--- src/rtl/core/slt_pkg.sv ---
// Shared types and constants for the sorted list table core.
// Used by slt_cell and sorted_list_table_core; no dependencies.
package slt_pkg;

    localparam int SLT_CAPACITY = 16;

    localparam logic [1:0] REQ_INSERT = 2'd0;
    localparam logic [1:0] REQ_DELETE = 2'd1;
    localparam logic [1:0] REQ_SEARCH = 2'd2;
    localparam logic [1:0] REQ_CLEAR  = 2'd3;

    localparam logic [1:0] STAT_OK        = 2'd0;
    localparam logic [1:0] STAT_FULL      = 2'd1;
    localparam logic [1:0] STAT_NOT_FOUND = 2'd2;

    localparam logic [1:0] CELL_HOLD = 2'd0;
    localparam logic [1:0] CELL_INS  = 2'd1;
    localparam logic [1:0] CELL_DEL  = 2'd2;
    localparam logic [1:0] CELL_CLR  = 2'd3;

    typedef struct packed {
        logic [1:0]        req_type;
        logic signed [31:0] value;
    } t_request;

    typedef struct packed {
        logic [1:0] status;
        logic       found;
        logic [3:0] position;
        logic [4:0] entry_count;
    } t_result;

    typedef struct packed {
        logic       cmp;
        logic [1:0] op;
    } t_cell_ctl;

endpackage

--- src/rtl/core/slt_cell.sv ---
// One cell of the sorted chain: holds one entry, its occupied bit and compare flags.
// Depends on slt_pkg.
module slt_cell (
    input  logic               i_clk,
    input  logic               i_rst_n,
    input  slt_pkg::t_cell_ctl i_ctl,
    input  logic signed [31:0] i_value,
    input  logic signed [31:0] i_left_entry,
    input  logic               i_left_occ,
    input  logic               i_left_le,
    input  logic signed [31:0] i_right_entry,
    input  logic               i_right_occ,
    output logic signed [31:0] o_entry,
    output logic               o_occ,
    output logic               o_le,
    output logic               o_lt,
    output logic               o_eq
);

    logic signed [31:0] r_entry, n_entry;
    logic               r_occ, n_occ;
    logic               r_le, r_lt, r_eq;

    // Capture compare flags against the pending request value.
    always_ff @(posedge i_clk) begin
        if (i_ctl.cmp) begin
            r_le <= r_occ && (r_entry <= i_value);
            r_lt <= r_occ && (r_entry <  i_value);
            r_eq <= r_occ && (r_entry == i_value);
        end
    end

    always_comb begin
        n_entry = r_entry;
        n_occ   = r_occ;
        unique case (i_ctl.op)
            slt_pkg::CELL_INS: begin
                // Cells past the insert point shift right by one.
                if (!r_le) begin
                    n_entry = i_left_le ? i_value : i_left_entry;
                    n_occ   = i_left_occ;
                end
            end
            slt_pkg::CELL_DEL: begin
                // Cells from the first match on shift left by one.
                if (!r_lt) begin
                    n_entry = i_right_entry;
                    n_occ   = i_right_occ;
                end
            end
            slt_pkg::CELL_CLR: begin
                n_occ = 1'b0;
            end
            default: begin
                n_occ = r_occ;
            end
        endcase
    end

    always_ff @(posedge i_clk) begin
        r_entry <= n_entry;
    end

    always_ff @(posedge i_clk) begin
        if (!i_rst_n) begin
            r_occ <= 1'b0;
        end else begin
            r_occ <= n_occ;
        end
    end

    assign o_entry = r_entry;
    assign o_occ   = r_occ;
    assign o_le    = r_le;
    assign o_lt    = r_lt;
    assign o_eq    = r_eq;

endmodule

--- src/rtl/core/slt_onehot_enc.sv ---
// One-hot (or all-zero) vector to binary index encoder.
// No dependencies.
module slt_onehot_enc #(
    parameter int N  = 16,
    parameter int IW = $clog2(N)
) (
    input  logic [N-1:0]  i_onehot,
    output logic [IW-1:0] o_index
);

    always_comb begin
        o_index = '0;
        for (int i = 0; i < N; i++) begin
            if (i_onehot[i]) begin
                o_index = o_index | IW'(i);
            end
        end
    end

endmodule

--- src/rtl/core/sorted_list_table_core.sv ---
// Sorted list table core: a chain of compare-and-shift cells holding signed values.
// Depends on slt_pkg, slt_cell and slt_onehot_enc.
//
// Usage:
//   Request channel: i_in_valid / o_in_stall carry a t_request (req_type, value).
//   A transfer happens at a rising edge with valid high and stall low.
//   Result channel: o_out_valid / i_out_stall carry a t_result (status, found,
//   position, entry_count); exactly one result per request, in request order.
//   Steps: a request taken in the accept step has its compare flags registered
//   in the compare step, and its result is registered when the update step ends.
//   The cell chain works on one request at a time through the accept, compare
//   and update steps, so no new request is taken until the last one is done.
//   A result left waiting in the output register does not block the next
//   request; that request holds in the update step until the waiting result
//   is taken, and the cells do not change before then.
//   Reset (i_rst_n low, synchronous) empties the table and drops any pending
//   result; cell contents are left as they are and are never read while empty.
module sorted_list_table_core #(
    parameter int CAPACITY = slt_pkg::SLT_CAPACITY
) (
    input  logic              i_clk,
    input  logic              i_rst_n,
    input  logic              i_in_valid,
    output logic              o_in_stall,
    input  slt_pkg::t_request i_in_data,
    output logic              o_out_valid,
    input  logic              i_out_stall,
    output slt_pkg::t_result  o_out_data
);

    localparam int IW = $clog2(CAPACITY);
    localparam int CW = $clog2(CAPACITY + 1);

    localparam logic [1:0] ST_IDLE = 2'd0;
    localparam logic [1:0] ST_CMP  = 2'd1;
    localparam logic [1:0] ST_UPD  = 2'd2;

    logic [1:0]         r_state, n_state;
    logic [1:0]         r_req;
    logic signed [31:0] r_value;
    logic [CW-1:0]      r_count, n_count;
    logic               r_out_valid;
    slt_pkg::t_result   r_out, n_out;

    logic signed [31:0] w_entry [CAPACITY];
    logic [CAPACITY-1:0] w_occ, w_le, w_lt, w_eq;
    logic [CAPACITY-1:0] w_bnd_le, w_bnd_lt;
    logic [IW-1:0]       w_ins_idx, w_match_idx;
    logic [IW+3:0]       w_ins_ext, w_match_ext;
    logic [CW+4:0]       w_count_ext;

    slt_pkg::t_cell_ctl w_ctl;
    logic               w_accept, w_go, w_full, w_found;

    assign w_accept = i_in_valid && (r_state == ST_IDLE);
    // Finish the update only when the output register is free or draining.
    assign w_go     = (r_state == ST_UPD) && (!r_out_valid || !i_out_stall);
    assign w_full   = (r_count == CW'(CAPACITY));
    assign w_found  = |w_eq;

    // Cell chain: each cell sees its neighbors' entries and flags.
    for (genvar g = 0; g < CAPACITY; g++) begin : g_cell
        logic signed [31:0] l_entry, r_ent;
        logic               l_occ, l_le, r_occ_nb;
        if (g == 0) begin : g_head
            assign l_entry = r_value;
            assign l_occ   = 1'b1;
            assign l_le    = 1'b1;
        end else begin : g_mid
            assign l_entry = w_entry[g-1];
            assign l_occ   = w_occ[g-1];
            assign l_le    = w_le[g-1];
        end
        if (g == CAPACITY - 1) begin : g_tail
            assign r_ent    = r_value;
            assign r_occ_nb = 1'b0;
        end else begin : g_body
            assign r_ent    = w_entry[g+1];
            assign r_occ_nb = w_occ[g+1];
        end

        slt_cell u_cell (
            .i_clk        (i_clk),
            .i_rst_n      (i_rst_n),
            .i_ctl        (w_ctl),
            .i_value      (r_value),
            .i_left_entry (l_entry),
            .i_left_occ   (l_occ),
            .i_left_le    (l_le),
            .i_right_entry(r_ent),
            .i_right_occ  (r_occ_nb),
            .o_entry      (w_entry[g]),
            .o_occ        (w_occ[g]),
            .o_le         (w_le[g]),
            .o_lt         (w_lt[g]),
            .o_eq         (w_eq[g])
        );

        // Boundaries where the sorted prefixes of entries <= and < the request value end.
        assign w_bnd_le[g] = l_le & ~w_le[g];
        if (g == 0) begin : g_lt_head
            assign w_bnd_lt[g] = ~w_lt[g];
        end else begin : g_lt_mid
            assign w_bnd_lt[g] = w_lt[g-1] & ~w_lt[g];
        end
    end

    slt_onehot_enc #(.N(CAPACITY), .IW(IW)) u_ins_enc (
        .i_onehot(w_bnd_le),
        .o_index (w_ins_idx)
    );

    slt_onehot_enc #(.N(CAPACITY), .IW(IW)) u_match_enc (
        .i_onehot(w_bnd_lt),
        .o_index (w_match_idx)
    );

    assign w_ins_ext   = {4'b0, w_ins_idx};
    assign w_match_ext = {4'b0, w_match_idx};
    assign w_count_ext = {5'b0, n_count};

    // Decide the cell operation and the result of the pending request.
    always_comb begin
        w_ctl.cmp = (r_state == ST_CMP);
        w_ctl.op  = slt_pkg::CELL_HOLD;
        n_count   = r_count;
        n_out     = '0;
        n_state   = r_state;

        unique case (r_state)
            ST_IDLE: begin
                if (w_accept) begin
                    n_state = ST_CMP;
                end
            end
            ST_CMP: begin
                n_state = ST_UPD;
            end
            ST_UPD: begin
                if (w_go) begin
                    n_state = ST_IDLE;
                end
            end
            default: begin
                n_state = ST_IDLE;
            end
        endcase

        unique case (r_req)
            slt_pkg::REQ_INSERT: begin
                n_out.found = w_found;
                if (w_full) begin
                    n_out.status = slt_pkg::STAT_FULL;
                end else begin
                    n_out.position = w_ins_ext[3:0];
                    n_count        = CW'(r_count + 1'b1);
                    if (w_go) begin
                        w_ctl.op = slt_pkg::CELL_INS;
                    end
                end
            end
            slt_pkg::REQ_DELETE: begin
                if (w_found) begin
                    n_out.found    = 1'b1;
                    n_out.position = w_match_ext[3:0];
                    n_count        = CW'(r_count - 1'b1);
                    if (w_go) begin
                        w_ctl.op = slt_pkg::CELL_DEL;
                    end
                end else begin
                    n_out.status = slt_pkg::STAT_NOT_FOUND;
                end
            end
            slt_pkg::REQ_SEARCH: begin
                if (w_found) begin
                    n_out.found    = 1'b1;
                    n_out.position = w_match_ext[3:0];
                end else begin
                    n_out.status = slt_pkg::STAT_NOT_FOUND;
                end
            end
            slt_pkg::REQ_CLEAR: begin
                n_count = '0;
                if (w_go) begin
                    w_ctl.op = slt_pkg::CELL_CLR;
                end
            end
            default: begin
                n_count = r_count;
            end
        endcase

        n_out.entry_count = w_count_ext[4:0];
    end

    // Hold the request while it works through the chain.
    always_ff @(posedge i_clk) begin
        if (w_accept) begin
            r_req   <= i_in_data.req_type;
            r_value <= i_in_data.value;
        end
        if (w_go) begin
            r_out <= n_out;
        end
    end

    always_ff @(posedge i_clk) begin
        if (!i_rst_n) begin
            r_state     <= ST_IDLE;
            r_count     <= '0;
            r_out_valid <= 1'b0;
        end else begin
            r_state <= n_state;
            if (w_go) begin
                r_count     <= n_count;
                r_out_valid <= 1'b1;
            end else if (!i_out_stall) begin
                r_out_valid <= 1'b0;
            end
        end
    end

    assign o_in_stall  = (r_state != ST_IDLE);
    assign o_out_valid = r_out_valid;
    assign o_out_data  = r_out;

`ifndef SYNTHESIS
    a_count_bound : assert property (@(posedge i_clk) disable iff (!i_rst_n)
        r_count <= CW'(CAPACITY))
        else $error("entry count exceeds capacity");

    a_occ_matches_count : assert property (@(posedge i_clk) disable iff (!i_rst_n)
        $countones(w_occ) == 32'(r_count))
        else $error("occupied cells disagree with entry count");

    a_insert_boundary : assert property (@(posedge i_clk) disable iff (!i_rst_n)
        (r_state == ST_UPD) |-> ($onehot0(w_bnd_le) && $onehot0(w_bnd_lt)))
        else $error("sorted boundary is not unique");

    a_result_posted : assert property (@(posedge i_clk) disable iff (!i_rst_n)
        w_go |=> (r_out_valid && (r_state == ST_IDLE)))
        else $error("finished request did not post a result");
`endif

endmodule
--- config.mk ---
export PLATFORM = sky130hd
export DESIGN_NAME = sorted_list_table_core
export DESIGN_NICKNAME = d
export VERILOG_FILES = /design/src/rtl/core/slt_pkg.sv /design/src/rtl/core/slt_cell.sv /design/src/rtl/core/slt_onehot_enc.sv /design/src/rtl/core/sorted_list_table_core.sv
export SDC_FILE = /design/constraint.sdc
export NUM_CORES = 2
export LEC_CHECK = 0
export ABC_AREA = 1
export BUFFER_PORTS_ARGS = -buffer_cell sky130_fd_sc_hd__buf_4
export CORE_AREA = 2 2 368 261
export CTS_CLUSTER_SIZE = 14
export DETAILED_ROUTE_END_ITERATION = 6
export DIE_AREA = 0 0 370 263
export HOLD_SLACK_MARGIN = 0.05
export PLACE_DENSITY = 0.76
export SYNTH_ARGS = -nofsm -noshare
export SYNTH_HDL_FRONTEND = slang
export SYNTH_HIERARCHICAL = 1
export SYNTH_SLANG_ARGS = --single-unit
--- constraint.sdc ---
create_clock -name i_clk -period 10.14 [get_ports i_clk]
set_clock_uncertainty 0.1 [all_clocks]
set_input_delay 1.014 -clock i_clk [delete_from_list [all_inputs] [get_ports i_clk]]
set_output_delay 1.014 -clock i_clk [all_outputs]
set_load 0.1 [all_outputs]
==> metrics.md <==
| Metric | Value |
|---|---|
| Number of nets still failing antenna checks after routing | 0 |
| Number of cells upsized or downsized after cts | 0 |
| Total via count in the routed design | 40554 |
| Fraction of the cycle the final worst path needs | 0.492 |
| Critical Path Start Type | input port |
| Mapped Avg Cell Area | 8.07 um^2 |
| Worst R2R Setup Slack | between 5 and 6 ns |
| Worst-Margin Slew | 1.23 ns |
| Worst Hold Depth | 2 |
| Beginning of the worst register-to-register path | r_state[1] |
| Total track usage | 0.260 |
| Async set or reset register ratio after synthesis | 0 |
| Fin Setup TNS | 0 ns |
| Worst slew slack as a fraction of its limit | 0.182 |
| Number of buffers on the longest clock path | 3 |
| Total half-perimeter wirelength after legalization and detailed placement | 97100 um |
| Library cell with the highest instance count after synthesis | sky130_fd_sc_hd__nand2_1 |
| Overall die area | roughly 97000 um^2 |
| Number of antenna violations at the first check in global routing | 1 |
| Vert. Die Dim | 263 um |
| Sequential fraction of the synthesis area | 0.401 |
| Count of warnings emitted by yosys | 6 |
| VDD IR-drop max | ~110 uV |
| Count of standard-cell rows | 94 |
| Worst setup EP type | flip-flop |
| Hold endpoint | o_out_valid |
| Largest driver fanout on the critical path | 157 |
| Number of CTS-inserted buffers | 70 |
| Share of the synthesized area in the top cell type | 0.391 |
| Source-to-sink clock delay at the later pin of the worst-skew pair | 0.64 ns |
| Number of antenna cells inserted | 0 |
| Largest cells by area after synthesis | sky130_fd_sc_hd__edfxtp_1 (39%), sky130_fd_sc_hd__ha_1 (14%), sky130_fd_sc_hd__nand2_1 (14%), sky130_fd_sc_hd__o211ai_1 (7.7%), sky130_fd_sc_hd__inv_1 (6.3%) |
| Seq cells post-synth | 630 |
| Distinct cell type count of the synthesized netlist | 35 |
| Syn-to-layout area delta | 7.79% |
| CTS Hold Bufs | 0 |
| Areal power density over the cells | 127 nW/um^2 |
| Class of the tightest hold or removal check | flip-flop to flip-flop |
| Avg WL per Cell | 18.4 um |
| Start point of the worst hold path | o_out_valid |
| # port buffers | 51 |
| Iteration count of the initial detailed-routing pass | 6 |
| Global-route congestion overflow total | 0 |
| Met2 Usage GRT | 0.370 |
| Minimum period implied by the final worst setup slack | 4.99 ns |
| Mapped Area | 46500 um^2 |
| Fraction of final layout cells sized beyond drive strength 1 | 0.0546 |
| Status | finished clean |
| Total power | about 0.0064 W |
| Achievable frequency | 201 MHz |
| Count of flip-flops with a built-in enable after synthesis | 606 |
| GR peak layer | met1 |
| Met1 GRT Util | 0.405 |
| Violation count after the first detailed-route iteration | 5087 |
| Leading area contributor after synthesis | sky130_fd_sc_hd__edfxtp_1 |
| Setup violators final | 0 |
| Area of the core | roughly 94000 um^2 |
| Postcts setup bufs | 0 |
| Clock sink count | 630 |
| Via count of the first global-routing pass | 38385 |
| Root Buffer | sky130_fd_sc_hd__clkbuf_16 |
| Via-to-Cell Ratio | a little under 6 |
| DIE WIDTH | 370 um |
| Static Leak | between 20 and 25 nW |
| Critical register-to-register path endpoint | g_cell[6].u_cell/o_entry[26] |
| IO Pins | 52 |
| Synth top cells by count | sky130_fd_sc_hd__nand2_1 (1694), sky130_fd_sc_hd__inv_1 (783), sky130_fd_sc_hd__edfxtp_1 (606), sky130_fd_sc_hd__nand3_1 (557), sky130_fd_sc_hd__ha_1 (518) |
| Worst Path Arrival | 5.16 ns |
| Largest net degree at the start of global routing | 158 |
| Leading register cell type out of synthesis | sky130_fd_sc_hd__edfxtp_1 |
| H-tree level count | 3 |
| Met3 usage | 0.0492 |
| RSZ-0062 raised after global routing | no |
| Gpl congestion | 0.888 |
| Number of cells traversed by the worst register-to-register path | 10 |
| Core Util, Final | 0.537 |
| Starting utilization of the core area | 0.498 |
| Final hold violation count | 0 |
| Final Max Slew Viols | 0 |
| Cells after synthesis | 5766 |
| Data required time at the worst endpoint | between 10 and 15 ns |
| Clock transition at path regs | 0.06 ns |
| Final Net Count | 6238 |
| Critical Setup Path Class | input port to flip-flop |
| Global-route wire length before repair | 206000 um |
| Wire length after detailed routing | 129000 um |
| DRC violations left | 0 |
| Clock tree from TritonCTS | built |
| Count of maximum capacitance violations | 0 |
-- critical path, cell delays in order --
cell	delay (ns)
sky130_fd_sc_hd__buf_4	0.11
sky130_fd_sc_hd__nand2_1	0.09
sky130_fd_sc_hd__inv_1	0.07
sky130_fd_sc_hd__nor3_4	0.62
sky130_fd_sc_hd__nand2_2	0.26
sky130_fd_sc_hd__a21oi_4	0.31
sky130_fd_sc_hd__buf_12	0.57
sky130_fd_sc_hd__buf_4	0.90
sky130_fd_sc_hd__nand2_1	0.12
sky130_fd_sc_hd__buf_4	0.30
sky130_fd_sc_hd__o22ai_2	0.19
sky130_fd_sc_hd__buf_4	0.43
-- flip-flops by register name (all words and copies together) (netlist names), 5 cells and up --
signal                 cells
g_cell.l_entry            32
g_cell.u_cell/o_occ       16
r_count                    5
g_cell.u_cell/o_eq        16
o_out_data                12
g_cell.u_cell/o_entry    512
g_cell.u_cell/o_le        16
g_cell.u_cell/o_lt        16
-- power by group --
group	internal, W	leakage, nW	switching (W)
logic	0.000300	15.8	0.000556
clock network	0.00139	1.05	0.00110
registers	0.00292	5.69	0.000100
-- final cells by class --
type	count	area, um^2
Fill cell	8382	43300
Clock buffer	88	1840
Tap cell	1248	1560
Inverter	808	3030
Clock inverter	38	288
Multi-Input combinational cell	4056	23900
Sequential cell	630	18700
Timing Repair Buffer	116	883
-- worst max-delay path by stage --
stage                 from  slack [ns]                           end
2_1_floorplan  i_out_stall        4.64   g_cell[0].u_cell/o_entry[0]
3_3_place_gp   i_out_stall        4.77  g_cell[5].u_cell/o_entry[16]
3_5_place_dp   i_out_stall        4.63  g_cell[5].u_cell/o_entry[18]
4_1_cts        i_out_stall        5.28  g_cell[6].u_cell/o_entry[19]
5_1_grt        i_out_stall        4.87   g_cell[6].u_cell/o_entry[9]
6_report       i_out_stall        5.15  g_cell[6].u_cell/o_entry[26]
-- per-layer routing --
layer	vias to the layer above	wire length [um]
met2	1914	52400
met5	-	0
met3	184	14300
li1	19502	-
met4	0	2040
met1	18954	59800
-- cells in the final DEF, fill, tap and decap left out, types with 17 or more instances in the layout --
| cell | netlist | final |
|---|---|---|
| sky130_fd_sc_hd__a21oi_1 | 253 | 251 |
| sky130_fd_sc_hd__a31oi_1 | 33 | 33 |
| sky130_fd_sc_hd__buf_4 | 0 | 115 |
| sky130_fd_sc_hd__clkbuf_1 | 176 | 17 |
| sky130_fd_sc_hd__clkbuf_16 | 0 | 71 |
| sky130_fd_sc_hd__clkinv_1 | 17 | 34 |
| sky130_fd_sc_hd__dfxtp_1 | 24 | 24 |
| sky130_fd_sc_hd__edfxtp_1 | 606 | 606 |
| sky130_fd_sc_hd__ha_1 | 518 | 518 |
| sky130_fd_sc_hd__inv_1 | 783 | 783 |
| sky130_fd_sc_hd__nand2_1 | 1694 | 1694 |
| sky130_fd_sc_hd__nand2_2 | 22 | 22 |
| sky130_fd_sc_hd__nand3_1 | 557 | 557 |
| sky130_fd_sc_hd__nand4_1 | 33 | 33 |
| sky130_fd_sc_hd__nor2_1 | 219 | 217 |
| sky130_fd_sc_hd__nor2_2 | 20 | 20 |
| sky130_fd_sc_hd__o211ai_1 | 480 | 480 |
| sky130_fd_sc_hd__o21a_1 | 32 | 32 |
| sky130_fd_sc_hd__o21ai_0 | 82 | 82 |
-- cells by family (layout without fill, tap and decap cells) --
kind of cell / Yosys count / in the layout / synth area share
flip-flops: 630 / 630 / 0.401
AO/OA/AOI/OAI: 932 / 932 / 0.131
adder cells (fa/ha/maj): 518 / 518 / 0.139
other: 2 / 3 / 0.000161
buffers and inverters: 1081 / 1050 / 0.0894
AND/OR/NAND/NOR: 2599 / 2599 / 0.238
XOR/XNOR: 4 / 4 / 0.000753
-- metrics by stage --
stage / setup slack, ns / hold slack, ns / instance area (um^2) / std cells
after floorplan: 4.64 / 0.392 / 46600 / 5767
after global placement: 4.77 / 0.401 / 48000 / 6858
after detailed placement: 4.63 / 0.422 / 48000 / 6858
after CTS: 5.28 / 0.424 / 50200 / 6984
after global routing: 4.87 / 0.424 / 50200 / 6984
final: 5.15 / 0.420 / 50200 / 6984
Note: power is estimated with default switching activity, not from simulation.
